[src/rtl/bmp24_pkg.sv]
// Shared types and constants for the 24-bit bitmap stream decoder.
// No dependencies.
package bmp24_pkg;

	localparam logic [1:0] KIND_PIXEL   = 2'd0;
	localparam logic [1:0] KIND_HEADER  = 2'd1;
	localparam logic [1:0] KIND_ERR_SIG = 2'd2;
	localparam logic [1:0] KIND_ERR_BPP = 2'd3;

	localparam logic [15:0] BMP_MAGIC = 16'h4D42;
	localparam logic [15:0] BMP_BITS  = 16'd24;

	localparam logic [5:0] POS_SIG_HI  = 6'd1;
	localparam logic [5:0] POS_SIG_LO  = 6'd0;
	localparam logic [5:0] POS_W0      = 6'd18;
	localparam logic [5:0] POS_W1      = 6'd19;
	localparam logic [5:0] POS_W2      = 6'd20;
	localparam logic [5:0] POS_W3      = 6'd21;
	localparam logic [5:0] POS_H0      = 6'd22;
	localparam logic [5:0] POS_H1      = 6'd23;
	localparam logic [5:0] POS_H2      = 6'd24;
	localparam logic [5:0] POS_H3      = 6'd25;
	localparam logic [5:0] POS_BPP_LO  = 6'd28;
	localparam logic [5:0] POS_BPP_HI  = 6'd29;
	localparam logic [5:0] POS_HDR_END = 6'd53;

	typedef struct packed {
		logic [1:0]         kind;
		logic [7:0]         red;
		logic [7:0]         green;
		logic [7:0]         blue;
		logic signed [31:0] image_width;
		logic signed [31:0] image_height;
		logic               last;
	} result_t;

endpackage

[src/rtl/bmp24_parser.sv]
// Header parser and pixel assembler: parse state and per-byte result logic.
// Depends on bmp24_pkg.
module bmp24_parser (
	input  logic              clk,
	input  logic              arst_n,
	input  logic              accept,
	input  logic [7:0]        data_byte,
	input  logic              start_req,
	output logic              res_valid,
	output bmp24_pkg::result_t res
);

	localparam logic [1:0] PH_IDLE   = 2'd0;
	localparam logic [1:0] PH_HEADER = 2'd1;
	localparam logic [1:0] PH_PIXELS = 2'd2;

	logic [1:0]  phase_q, phase_n, cur_phase;
	logic [5:0]  pos_q, pos_n, cur_pos;
	logic [7:0]  sig_lo_q, sig_lo_n;
	logic [7:0]  bpp_lo_q, bpp_lo_n;
	logic [31:0] width_q, width_n;
	logic [31:0] height_q, height_n;
	logic [31:0] col_q, col_n, col_inc;
	logic [31:0] rows_q, rows_n;
	logic [1:0]  bip_q, bip_n;
	logic [1:0]  pad_q, pad_n;
	logic [7:0]  blue_q, blue_n;
	logic [7:0]  green_q, green_n;
	logic        empty_img;

	assign cur_phase = start_req ? PH_HEADER : phase_q;
	assign cur_pos   = start_req ? 6'd0 : pos_q;
	assign col_inc   = col_q + 32'd1;
	assign empty_img = (width_q == 32'd0) || width_q[31] || (height_q == 32'd0) || height_q[31];

	always_comb begin
		phase_n   = cur_phase;
		pos_n     = cur_pos;
		sig_lo_n  = sig_lo_q;
		bpp_lo_n  = bpp_lo_q;
		width_n   = width_q;
		height_n  = height_q;
		col_n     = col_q;
		rows_n    = rows_q;
		bip_n     = bip_q;
		pad_n     = pad_q;
		blue_n    = blue_q;
		green_n   = green_q;
		res_valid = 1'b0;
		res       = '0;
		case (cur_phase)
			PH_HEADER: begin
				pos_n = cur_pos + 6'd1;
				case (cur_pos)
					bmp24_pkg::POS_SIG_LO: sig_lo_n = data_byte;
					bmp24_pkg::POS_W0:     width_n[7:0]    = data_byte;
					bmp24_pkg::POS_W1:     width_n[15:8]   = data_byte;
					bmp24_pkg::POS_W2:     width_n[23:16]  = data_byte;
					bmp24_pkg::POS_W3:     width_n[31:24]  = data_byte;
					bmp24_pkg::POS_H0:     height_n[7:0]   = data_byte;
					bmp24_pkg::POS_H1:     height_n[15:8]  = data_byte;
					bmp24_pkg::POS_H2:     height_n[23:16] = data_byte;
					bmp24_pkg::POS_H3:     height_n[31:24] = data_byte;
					bmp24_pkg::POS_BPP_LO: bpp_lo_n = data_byte;
					default: ;
				endcase
				if (cur_pos == bmp24_pkg::POS_SIG_HI && {data_byte, sig_lo_q} != bmp24_pkg::BMP_MAGIC) begin
					phase_n   = PH_IDLE;
					res_valid = 1'b1;
					res.kind  = bmp24_pkg::KIND_ERR_SIG;
				end else if (cur_pos == bmp24_pkg::POS_BPP_HI &&
						{data_byte, bpp_lo_q} != bmp24_pkg::BMP_BITS) begin
					phase_n   = PH_IDLE;
					res_valid = 1'b1;
					res.kind  = bmp24_pkg::KIND_ERR_BPP;
				end else if (cur_pos == bmp24_pkg::POS_HDR_END) begin
					res_valid        = 1'b1;
					res.kind         = bmp24_pkg::KIND_HEADER;
					res.image_width  = width_q;
					res.image_height = height_q;
					if (empty_img) begin
						phase_n  = PH_IDLE;
						res.last = 1'b1;
					end else begin
						phase_n = PH_PIXELS;
						rows_n  = height_q;
						col_n   = 32'd0;
						bip_n   = 2'd0;
						pad_n   = 2'd0;
					end
				end
			end
			PH_PIXELS: begin
				if (pad_q != 2'd0) begin
					pad_n = pad_q - 2'd1;
				end else if (bip_q == 2'd0) begin
					blue_n = data_byte;
					bip_n  = 2'd1;
				end else if (bip_q == 2'd1) begin
					green_n = data_byte;
					bip_n   = 2'd2;
				end else begin
					bip_n     = 2'd0;
					col_n     = col_inc;
					res_valid = 1'b1;
					res.kind  = bmp24_pkg::KIND_PIXEL;
					res.red   = data_byte;
					res.green = green_q;
					res.blue  = blue_q;
					if (col_inc == width_q) begin
						col_n  = 32'd0;
						rows_n = rows_q - 32'd1;
						pad_n  = width_q[1:0];
						if (rows_q == 32'd1) begin
							phase_n  = PH_IDLE;
							pad_n    = 2'd0;
							res.last = 1'b1;
						end
					end
				end
			end
			default: ;
		endcase
	end

	always_ff @(posedge clk or negedge arst_n) begin
		if (!arst_n) begin
			phase_q <= PH_IDLE;
			pos_q   <= 6'd0;
			col_q   <= 32'd0;
			rows_q  <= 32'd0;
			bip_q   <= 2'd0;
			pad_q   <= 2'd0;
		end else if (accept) begin
			phase_q <= phase_n;
			pos_q   <= pos_n;
			col_q   <= col_n;
			rows_q  <= rows_n;
			bip_q   <= bip_n;
			pad_q   <= pad_n;
		end
	end

	always_ff @(posedge clk) begin
		if (accept) begin
			sig_lo_q <= sig_lo_n;
			bpp_lo_q <= bpp_lo_n;
			width_q  <= width_n;
			height_q <= height_n;
			blue_q   <= blue_n;
			green_q  <= green_n;
		end
	end

endmodule

[src/rtl/bmp24_out_reg.sv]
// Result register with valid/ready handshake toward the consumer.
// Depends on bmp24_pkg.
module bmp24_out_reg (
	input  logic               clk,
	input  logic               arst_n,
	input  logic               load_en,
	input  logic               res_valid,
	input  bmp24_pkg::result_t res,
	input  logic               out_ready,
	output logic               out_valid,
	output logic               slot_free,
	output bmp24_pkg::result_t res_q
);

	logic valid_q;

	assign slot_free = !valid_q || out_ready;
	assign out_valid = valid_q;

	always_ff @(posedge clk or negedge arst_n) begin
		if (!arst_n) begin
			valid_q <= 1'b0;
		end else if (slot_free) begin
			valid_q <= load_en && res_valid;
		end
	end

	always_ff @(posedge clk) begin
		if (slot_free && load_en && res_valid) begin
			res_q <= res;
		end
	end

endmodule

[src/rtl/bmp24_stream_to_rgba_core.sv]
// 24-bit bitmap byte-stream decoder: one file byte per transfer in, header/error/pixel results out.
// Accepts one byte every cycle while in_ready is high; a result appears in the output register
// the cycle after its byte, and in_ready drops only while that register holds an untaken result.
// Depends on bmp24_pkg, bmp24_parser, bmp24_out_reg.
module bmp24_stream_to_rgba_core (
	input  logic               clk,
	input  logic               arst_n,
	input  logic               in_valid,
	output logic               in_ready,
	input  logic [7:0]         data_byte,
	input  logic               start_req,
	output logic               out_valid,
	input  logic               out_ready,
	output logic [1:0]         kind,
	output logic [7:0]         red,
	output logic [7:0]         green,
	output logic [7:0]         blue,
	output logic signed [31:0] image_width,
	output logic signed [31:0] image_height,
	output logic               last
);

	logic               accept;
	logic               res_valid;
	bmp24_pkg::result_t res;
	bmp24_pkg::result_t res_q;

	assign accept = in_valid && in_ready;

	bmp24_parser u_parser (
		.clk       (clk),
		.arst_n    (arst_n),
		.accept    (accept),
		.data_byte (data_byte),
		.start_req (start_req),
		.res_valid (res_valid),
		.res       (res)
	);

	bmp24_out_reg u_out_reg (
		.clk       (clk),
		.arst_n    (arst_n),
		.load_en   (accept),
		.res_valid (res_valid),
		.res       (res),
		.out_ready (out_ready),
		.out_valid (out_valid),
		.slot_free (in_ready),
		.res_q     (res_q)
	);

	assign kind         = res_q.kind;
	assign red          = res_q.red;
	assign green        = res_q.green;
	assign blue         = res_q.blue;
	assign image_width  = res_q.image_width;
	assign image_height = res_q.image_height;
	assign last         = res_q.last;

endmodule

[config.mk]
export PLATFORM = sky130hd
export DESIGN_NAME = bmp24_stream_to_rgba_core
export DESIGN_NICKNAME = d
export VERILOG_FILES = /design/src/rtl/bmp24_pkg.sv /design/src/rtl/bmp24_parser.sv /design/src/rtl/bmp24_out_reg.sv /design/src/rtl/bmp24_stream_to_rgba_core.sv
export SDC_FILE = /design/constraint.sdc
export NUM_CORES = 1
export LEC_CHECK = 0
export BUFFER_PORTS_ARGS = -buffer_cell sky130_fd_sc_hd__buf_2
export CAP_MARGIN = 10
export CORE_ASPECT_RATIO = 1.5
export CORE_MARGIN = 2
export CORE_UTILIZATION = 50
export CTS_CLUSTER_SIZE = 30
export DETAILED_ROUTE_END_ITERATION = 10
export PLACE_DENSITY = 0.71
export SYNTH_ARGS = -nofsm -noshare
export SYNTH_HDL_FRONTEND = slang
export SYNTH_SLANG_ARGS = --single-unit
[constraint.sdc]
create_clock -name clk -period 6.3 [get_ports clk]
set_clock_uncertainty 0.15 [all_clocks]
set_input_delay 1.26 -clock clk [delete_from_list [all_inputs] [get_ports clk]]
set_output_delay 1.26 -clock clk [all_outputs]
set_load 0.01 [all_outputs]
# Word-level counts from Yosys, hierarchy flattened
# Index checks and enable logic that the tools add are counted.
# word_totals
regBits	264
latchBits	0
ram_bits	0
mem_bits_ro	0
in_bits	13
output_inout_bits	93
word_cells	169
mem_count	0
# classes
n_addsub	4
n_mul	0
div_mod_pow	0
magnitude_cmp	0
n_eq_ne	30
shift	0
muxes	69
bitwise_logic	5
reduce_logical	35
# op_table
operator	count
$mux 32	16
$pmux 32 s2	2
$logic_not 32->1	2
$eq 6x5->1 const B	10
$mux 26	2
$mux 2	24
$add 32x1->32 const B	1
$eq 32x1->1 const B	1
$eq 32x32->1	1
$sub 32x1->32 const B	1
$reduce_and 3->1	10
$mux 24	1
$reduce_and 9->1	2
$mux 1	16
$ne 16x15->1 const B	1
$ne 16x5->1 const B	1
$pmux 2 s2	4
$mux 6	2
$ne 2x2->1 const B	6
$reduce_and 10->1	1
$reduce_or 4->1	2
$reduce_and 7->1	1
$add 6x1->6 const B	1
$eq 6x1->1 const B	1
17 further kinds	34

# Longest topological paths before layout
# Gate-level depths: netlist of the first run.
# depth
word_depth	9
depth_mapped	15
ltp_nobuf	10

# Hierarchy
# From an unflattened synthesis of the first run, not the netlist that was laid out.
# hier_totals
hier_cells	1180
area_unflattened_um2	12962.4
# by_module_without_submodules
mod	instances	cells_per_inst	area_each_um2	seq_area_each_um2
bmp24_parser	1	1083	10163.5	4784.6
bmp24_out_reg	1	96	2792.7	2757.6
bmp24_stream_to_rgba_core	1	1	6.3	0.0

# Worst setup path before layout of the first run
# OpenSTA, ideal clock, no wires.
# synth_timing
path_type	input-to-reg
startpoint	input start_req
endpoint	register u_out_reg.res_q[0] (netlist name)
setup_ns	0.541
arrival_time_ns	6.495
required_ns	5.609
path_slack_ns	-0.886
path_stages	12
path_buffers	2
path_cell_list	clkbuf_1 > nand2b_1 > inv_1 > ha_1 > o21ai_0 > a31oi_1 > inv_1 > nand2_1 > nor2_1 > clkbuf_1 > nor3_1 > nor2_1
# synth_between
elab_chain_cells	7
elab_cells_between_ends	14
classes_between	eq/ne: 5; mux: 6; reduce/logical: 3
# synth_rtl
item	line	source
start: declaration	bmp24_stream_to_rgba_core.sv:11	input logic start_req,
$mux 6	bmp24_parser.sv:32	assign cur_pos = start_req ? 6'd0 : pos_q;
$eq 6x6->1 or $eq 6x5->1 (tied branches)	bmp24_parser.sv:76, bmp24_parser.sv:71	
$mux 1 or $logic_and 1x1->1 (tied branches)	bmp24_parser.sv:76, bmp24_parser.sv:71	
$mux 1	bmp24_parser.sv:71	end else if (cur_pos == bmp24_pkg::POS_BPP_HI &&
$mux 1	bmp24_parser.sv:67	if (cur_pos == bmp24_pkg::POS_SIG_HI && {data_byte, sig_lo_q} != bmp24_pkg::BMP_MAGIC) begin
$pmux 1 s2 (*)	bmp24_parser.sv:51	case (cur_phase)
$logic_and 1x1->1 (*)	bmp24_out_reg.sv:29	if (slot_free && load_en && res_valid) begin
# Mark *: on every way between the ends. The rest lies on a longest branch, timed or not.
# A chain may end at the register's enable or synchronous reset.

# Final worst setup path of the first run
# layout_timing
startpoint	register u_parser.col_q[0]
endpoint	register u_parser.rows_q[9]
# layout_between
elab_chain_cells	4
# layout_rtl
item	line	source
start: declaration	bmp24_parser.sv:23	logic [31:0] col_q, col_n, col_inc;
start signal: assignment	bmp24_parser.sv:137	col_q <= col_n;
$add 32x1->32	bmp24_parser.sv:33	assign col_inc = col_q + 32'd1;
$eq 32x32->1	bmp24_parser.sv:110	if (col_inc == width_q) begin
$ne 2x1->1 (no source line)	-	
$reduce_and 10->1 (no source line)	-	
end signal: assignment	bmp24_parser.sv:138	rows_q <= rows_n;
end: declaration	bmp24_parser.sv:24	logic [31:0] rows_q, rows_n;
# No other way between the ends.

==> results of run 1 <==
-- kinds of logic (layout without fill, tap and decap cells) --
family	after synthesis	in the layout	synth area share, %
and+or+nand+nor	544	544	24.2
DFF	264	264	58.2
AOI/OAI and AO/OA	182	182	9.31
buffers and inverters	87	188	3.42
xor gates and xnor gates	47	47	3.23
muxes	10	10	0.810
adders and majority gates	9	9	0.868
-- placed cells by master, fill, tap and decap left out, drive strengths merged, types with 24 or more instances in the layout --
| cell type | n |
|---|---|
| a21oi | 29 |
| a31oi | 30 |
| and2 | 118 |
| and3 | 26 |
| buf | 120 |
| clkbuf | 29 |
| dfrtp | 77 |
| edfxtp | 187 |
| inv | 24 |
| nand2 | 72 |
| nand3 | 66 |
| nand4 | 40 |
| nor2 | 58 |
| nor3 | 34 |
| nor4 | 39 |
| o21ai | 42 |
| xnor2 | 30 |
-- path summary, 6_finish.rpt --
check	from	endpoint	slack [ns]	cells after the start
setup / recovery	u_parser.col_q[0]	u_parser.rows_q[9]	1.44	12
hold reg to reg	u_parser.green_q[6]	u_out_reg.res_q[79]	0.37	1
min in group asynchronous	arst_n	u_parser.rows_q[18]	0.57	1
setup reg to reg	u_parser.col_q[0]	u_parser.rows_q[9]	1.44	12
hold / removal	u_parser.green_q[6]	u_out_reg.res_q[79]	0.37	1
max in group asynchronous	arst_n	u_parser.rows_q[25]	4.42	2
-- critical path, delay by kind of cell (launching register included) --
| family | cells | cell delay, ns |
|---|---|---|
| compound gates | 2 | 0.44 |
| xor+xnor | 1 | 0.21 |
| fa+ha+maj | 1 | 0.31 |
| buf+inv | 2 | 0.65 |
| flops | 1 | 0.46 |
| simple gates | 6 | 2.50 |
-- metal layers --
| metal | share of wire (%) | GRT usage (%) | routed length, um | vias to the layer above |
|---|---|---|---|---|
| li1 | - | - | - | 4467 |
| met1 | 38 | 33.3 | 13800 | 4818 |
| met2 | 51 | 46.2 | 18600 | 450 |
| met3 | 5.5 | 2.77 | 2020 | 121 |
| met4 | 5.6 | 14.0 | 2050 | 0 |
| met5 | 0 | 0 | 0 | - |
-- registers in the layout, summed over array words and instances (netlist names) --
register,count
u_parser.bip_q,2
u_parser.height_q,32
u_parser.bpp_lo_q,8
u_parser.rows_q,32
u_out_reg.res_q,91
u_parser.phase_q,2
u_out_reg.out_valid,1
u_parser.green_q,8
u_parser.width_q,32
u_parser.sig_lo_q,8
u_parser.blue_q,8
u_parser.pad_q,2
u_parser.col_q,32
u_parser.pos_q,6
-- through the flow --
step / cells / area (um2)
2_1_floorplan: 1143 / 13000
3_3_place_gp: 1531 / 13700
6_report: 1577 / 14600
4_1_cts: 1577 / 14600
3_5_place_dp: 1531 / 13700
5_1_grt: 1577 / 14600
-- area by class of cell --
type                            count  area [um2]  share of cell area [%]
Inverter                           22        82.6                   0.567
Tap cell                          333         417                    2.86
Clock inverter                     17         214                    1.47
Clock buffer                       29         661                    4.53
Sequential cell                   264        7540                    51.7
Multi-Input combinational cell    792        5010                    34.4
Timing Repair Buffer              120         653                    4.48
-- power breakdown --
group,switching [W],internal [W],total (W)
clock,0.000664,0.000926,0.00159
combinational,0.000354,0.000211,0.000565
sequential,0.000168,0.00206,0.00222
==> flow_metrics.py, run 1 <==
metrics = {
    "timing": {
        "fin_tns_setup_ns": 0,
        "slew_headroom_pct": 30.9,
        "finalHoldWorstSlack_ns": 0.366,
        "max_freq_mhz": 206,
        "timing.final.ws_setup_ns": 1.44,
        "rsz0062_at_grt": "false",
        "finalCritPeriodShare_pct": 77.1,
        "hold_viol_final": 0,
        "max_slew.worst_pin.slew_ns": 1.03,
        "setup_viol": 0,
        "finalMaxSlewViolations": 0,
        "fin_crit_ns": 4.86,
    },
    "critical_path": {
        "cp-end-kind": "flip-flop",
        "critical_path.cell_chain": "ha_1, nand3_2, nor2_1, nand4_1, xnor2_1, or4b_4, nor4_4, buf_4, and2_1, buf_4, a21oi_1, a311o_1",
        "cp_data_arrival_time_ns": 5.14,
        "critPathMaxFanout": 20,
        "startpoint_type": "flip-flop",
        "max_stage_delay_ns": 0.63,
        "critPathSlowestCell": "nor2_1",
        "worstPathRequired_ns": 6.58,
        "critPathKind": "reg2reg",
        "cpMostUsedCell": "buf_4",
    },
    "global_route": {
        "grt_util_all_layers_pct": 26.9,
        "grt_antenna_before_repair": 0,
        "grt_pass1_vias": 9592,
        "grt_max_degree": 71,
        "grt.overflow.total": 0,
        "grt_pass1_wl_um": 56100,
    },
    "floorplanning": {
        "die_area_um2": 27300,
        "die_w_um": 135,
        "num_rows": 72,
        "start_util_pct": 50.5,
        "fp.dieH_um": 201,
        "coreArea_um2": 25700,
        "ios": 106,
    },
    "routing": {
        "route.vias.total": 9856,
        "drcViolationCount": 0,
        "wirelength_um": 36400,
        "drt_pass1_iterations": 5,
        "drtIter0Drc": 781,
        "drt-vias-per-instance": 6.25,
        "wl_per_cell_um": 23.1,
        "ant_nets": 0,
    },
    "synthesis": {
        "syn_nets": 1165,
        "synthTopCellsByArea": "edfxtp_1 43%, dfrtp_1 15%, and2_1 5.6%",
        "synth-async-reset-ratio_pct": 29.2,
        "syn_inst": 1143,
        "ys_types": 81,
        "synth_top_area_cell": "edfxtp_1",
        "synthTopCellsByCount": "187 x edfxtp_1, 117 x and2_1, 77 x dfrtp_1",
        "ys_seq_area_share_pct": 58.2,
        "synth_warnings": 0,
        "synth_most_common_cell": "edfxtp_1",
        "synth-seq-cells": 264,
        "synthFlopType": "edfxtp_1",
        "syn_area_um2": 13000,
        "synth_edf_count": 187,
        "synth_area_per_cell_um2": 11.3,
        "synth_top_area_share_pct": 43.3,
    },
    "placed_design": {
        "place_ws_ns": 1.42,
        "port_buffers": 105,
        "hpwl_um": 25200,
        "gp_congestion": 1.03,
    },
    "cts": {
        "post_cts_resized": 0,
        "postCtsSetupRepairBufs": 0,
        "cts_sinks": 264,
        "clk_latency_ns": 0.55,
        "cts.htree.levels": 1,
        "cts_buffers": 25,
        "cts_tree": "done",
        "holdBufCountCts": 0,
        "clk_path_buf_depth": 3,
        "clkTransAtPathRegs_ns": 0.07,
        "root_buffer": "clkbuf_16",
    },
    "cells_and_area": {
        "diodes": 0,
        "syn2layout_area_growth_pct": 12.4,
        "fin_nets": 1247,
        "final.fill_count": 2170,
        "utilization_pct": 56.8,
        "layout-drive-gt1-share_pct": 15.8,
    },
    "status": {
        "run_status": "finished, final reports clean",
    },
    "power_and_ir_drop": {
        "p_per_area_nw_per_um2": 300,
        "p_total_w": 0.00438,
        "ir_worst_vdd_mv": 0.283,
        "power_leakage_nw": 5.33,
    },
    "flow_run": {
        "cap_violations": 0,
    },
    "hold_path": {
        "hold_path.class": "reg2reg",
    },
}
No activity file was read; power rests on OpenSTA's default activity.
==> inputs of run 2 (changes only) <==
Settings changed: PLACE_DENSITY 0.71 to 0.68.
Clock period 6.3 ns to 4.7 ns, I/O delays scaled along.
==> run 2 against run 1 <==
Compared with the run above: first-iteration DRC count rose by 6.1%; sequential power up 34%; critical path depth down 1; flip-flop and latch count is the same; worst hold slack worse by 0.075 ns; core utilization rose by 0.64 points; total power up 39%; via count rose by 0.99%; largest cell class unchanged.
==> flow_metrics.py, run 2 (synthesis gave the netlist of run 1 again) <==
metrics = {
    "status": {
        "run_status": "finished, final reports clean",
    },
    "global_route": {
        "grt_pass1_wl_um": 56800,
        "grt.overflow.total": 0,
        "grt_pass1_vias": 9626,
        "grt_antenna_before_repair": 0,
        "grt_max_degree": 65,
        "grt_util_all_layers_pct": 27.4,
    },
    "placed_design": {
        "gp_congestion": 0.930,
        "dpl.cell_count": 1539,
        "port_buffers": 105,
        "hpwl_um": 25500,
    },
    "timing": {
        "fin_tns_setup_ns": 0,
        "setup_viol": 0,
        "finalMaxSlewViolations": 0,
        "rsz0062_at_grt": "false",
        "slew_headroom_pct": 43.4,
        "finalCritPeriodShare_pct": 90.4,
        "hold_viol_final": 0,
        "fin_crit_ns": 4.25,
        "max_freq_mhz": 235,
        "max_slew.worst_pin.slew_ns": 0.843,
    },
    "critical_path": {
        "critPathKind": "reg2reg",
        "cp_top_family": "simple AND/OR/NAND/NOR gates",
        "max_stage_delay_ns": 0.62,
        "r2r-end": "u_parser.rows_q[7]",
        "cpMostUsedCell": "nand4_1",
        "worstReg2RegStart": "u_parser.col_q[0]",
        "path_buf_inv": 1,
        "critical_path.cell_chain": "ha_1, nand3_2, nor2_1, nand4_1, xnor2_1, or4b_4, nor4_4, buf_4, nand4_1, and3_1, or3b_1",
        "ff2ff_setup_slack_ns": 0.45,
        "worstPathRequired_ns": 4.96,
        "worstRegToRegCells": 11,
        "critPathSlowestCell": "nor2_1",
        "cp-end-kind": "flip-flop",
        "startpoint_type": "flip-flop",
        "worst-path-stages": 11,
        "critPathMaxFanout": 11,
        "cp_data_arrival_time_ns": 4.51,
    },
    "cts": {
        "cts.htree.levels": 1,
        "post_cts_resized": 0,
        "postCtsSetupRepairBufs": 0,
        "clkTransAtPathRegs_ns": 0.06,
        "cts_buffers": 26,
        "cts_sinks": 264,
        "root_buffer": "clkbuf_16",
        "clk_latency_ns": 0.55,
        "clk_path_buf_depth": 3,
        "cts_tree": "done",
        "holdBufCountCts": 0,
    },
    "cells_and_area": {
        "final_cell_mix": "187 x edfxtp_1, 117 x and2_1, 104 x buf_2, 77 x dfrtp_1, 72 x nand2_1",
        "diodes": 0,
        "largest_register_ffs": 91,
        "final_common_cell": "edfxtp_1",
        "fin_nets": 1256,
        "syn2layout_area_growth_pct": 13.7,
        "top_register": "u_out_reg.res_q",
        "layout-drive-gt1-share_pct": 16.4,
        "stdcell_count": 1587,
    },
    "floorplanning": {
        "start_util_pct": 50.5,
        "coreArea_um2": 25700,
        "fp.dieH_um": 201,
        "die_w_um": 135,
        "num_rows": 72,
        "ios": 106,
        "die_area_um2": 27300,
    },
    "hold_path": {
        "hold_path.class": "in2async",
    },
    "flow_run": {
        "cap_violations": 0,
    },
    "power_and_ir_drop": {
        "p_per_area_nw_per_um2": 412,
        "power_leakage_nw": 5.42,
        "ir_worst_vdd_mv": 0.347,
    },
    "routing": {
        "drt_pass1_iterations": 6,
        "wirelength_um": 37000,
        "drtIter0Drc": 829,
        "drt-vias-per-instance": 6.27,
        "wl_per_cell_um": 23.3,
        "ant_nets": 0,
        "route.vias.total": 9954,
        "drcViolationCount": 0,
    },
}
run 2: changes by cell type in the layout (fill, tap and decap cells not counted):
cell / previous run / this run
bufinv_16: 4 / 6
clkbuf_1: 2 / 5
clkinv_1: 3 / 0
inv_6: 1 / 0
inv_16: 1 / 0
clkinv_8: 0 / 2
buf_12: 1 / 3
buf_4: 15 / 21
clkbuf_16: 25 / 26
clkinv_4: 3 / 2
run 2: worst register-to-register path, cell delays in order, from the launching register on:
cell	delay, ns
dfrtp_1	0.44
ha_1	0.30
nand3_2	0.20
nor2_1	0.63
nand4_1	0.28
xnor2_1	0.21
or4b_4	0.51
nor4_4	0.41
buf_4	0.25
nand4_1	0.13
and3_1	0.24
or3b_1	0.36
run 2: area by class of cell:
type	count	area, um2
Clock buffer	33	697
Clock inverter	15	258
Fill cell	2131	10900
Inverter	22	82.6
Multi-Input combinational cell	792	5010
Sequential cell	264	7540
Tap cell	333	417
Timing Repair Buffer	128	738
run 2: worst max-delay path by stage:
stage	start	endpoint	slack, ns
2_1_floorplan	start_req	u_out_reg.res_q[0]	0.37
3_3_place_gp	u_parser.col_q[0]	u_parser.rows_q[7]	0.67
3_5_place_dp	u_parser.col_q[0]	u_parser.rows_q[7]	0.53
4_1_cts	u_parser.col_q[0]	u_parser.rows_q[7]	0.47
5_1_grt	u_parser.col_q[0]	u_parser.rows_q[7]	0.17
6_report	u_parser.col_q[0]	u_parser.rows_q[7]	0.45
run 2: per-layer routing:
layer	up-vias	wire (um)	track usage (%)
met2	453	18500	46.7
met1	4875	13700	33.2
li1	4488	-	-
met3	138	2310	3.96
met5	-	0	0
met4	0	2440	15.3
run 2: power breakdown:
part           internal, W  leakage [nW]  total [W]  switching [W]
clock network      0.00139         0.463    0.00231       0.000922
registers          0.00276          2.73    0.00298       0.000223
logic             0.000294          2.23   0.000775       0.000481
run 2: metrics by stage:
stage / total power (W) / hold WS, ns / instance area [um2] / util [%] / setup slack [ns]
after detailed placement: 0.00379 / 0.334 / 13800 / 53.7 / 0.531
after floorplan: 0.00347 / 0.301 / 13000 / - / 0.372
after global routing: 0.00628 / 0.346 / 14700 / 57.4 / 0.171
after CTS: 0.00608 / 0.321 / 14700 / 57.4 / 0.471
final: 0.00607 / 0.291 / 14700 / 57.4 / 0.454
after global placement: 0.00377 / 0.318 / 13800 / 53.7 / 0.671
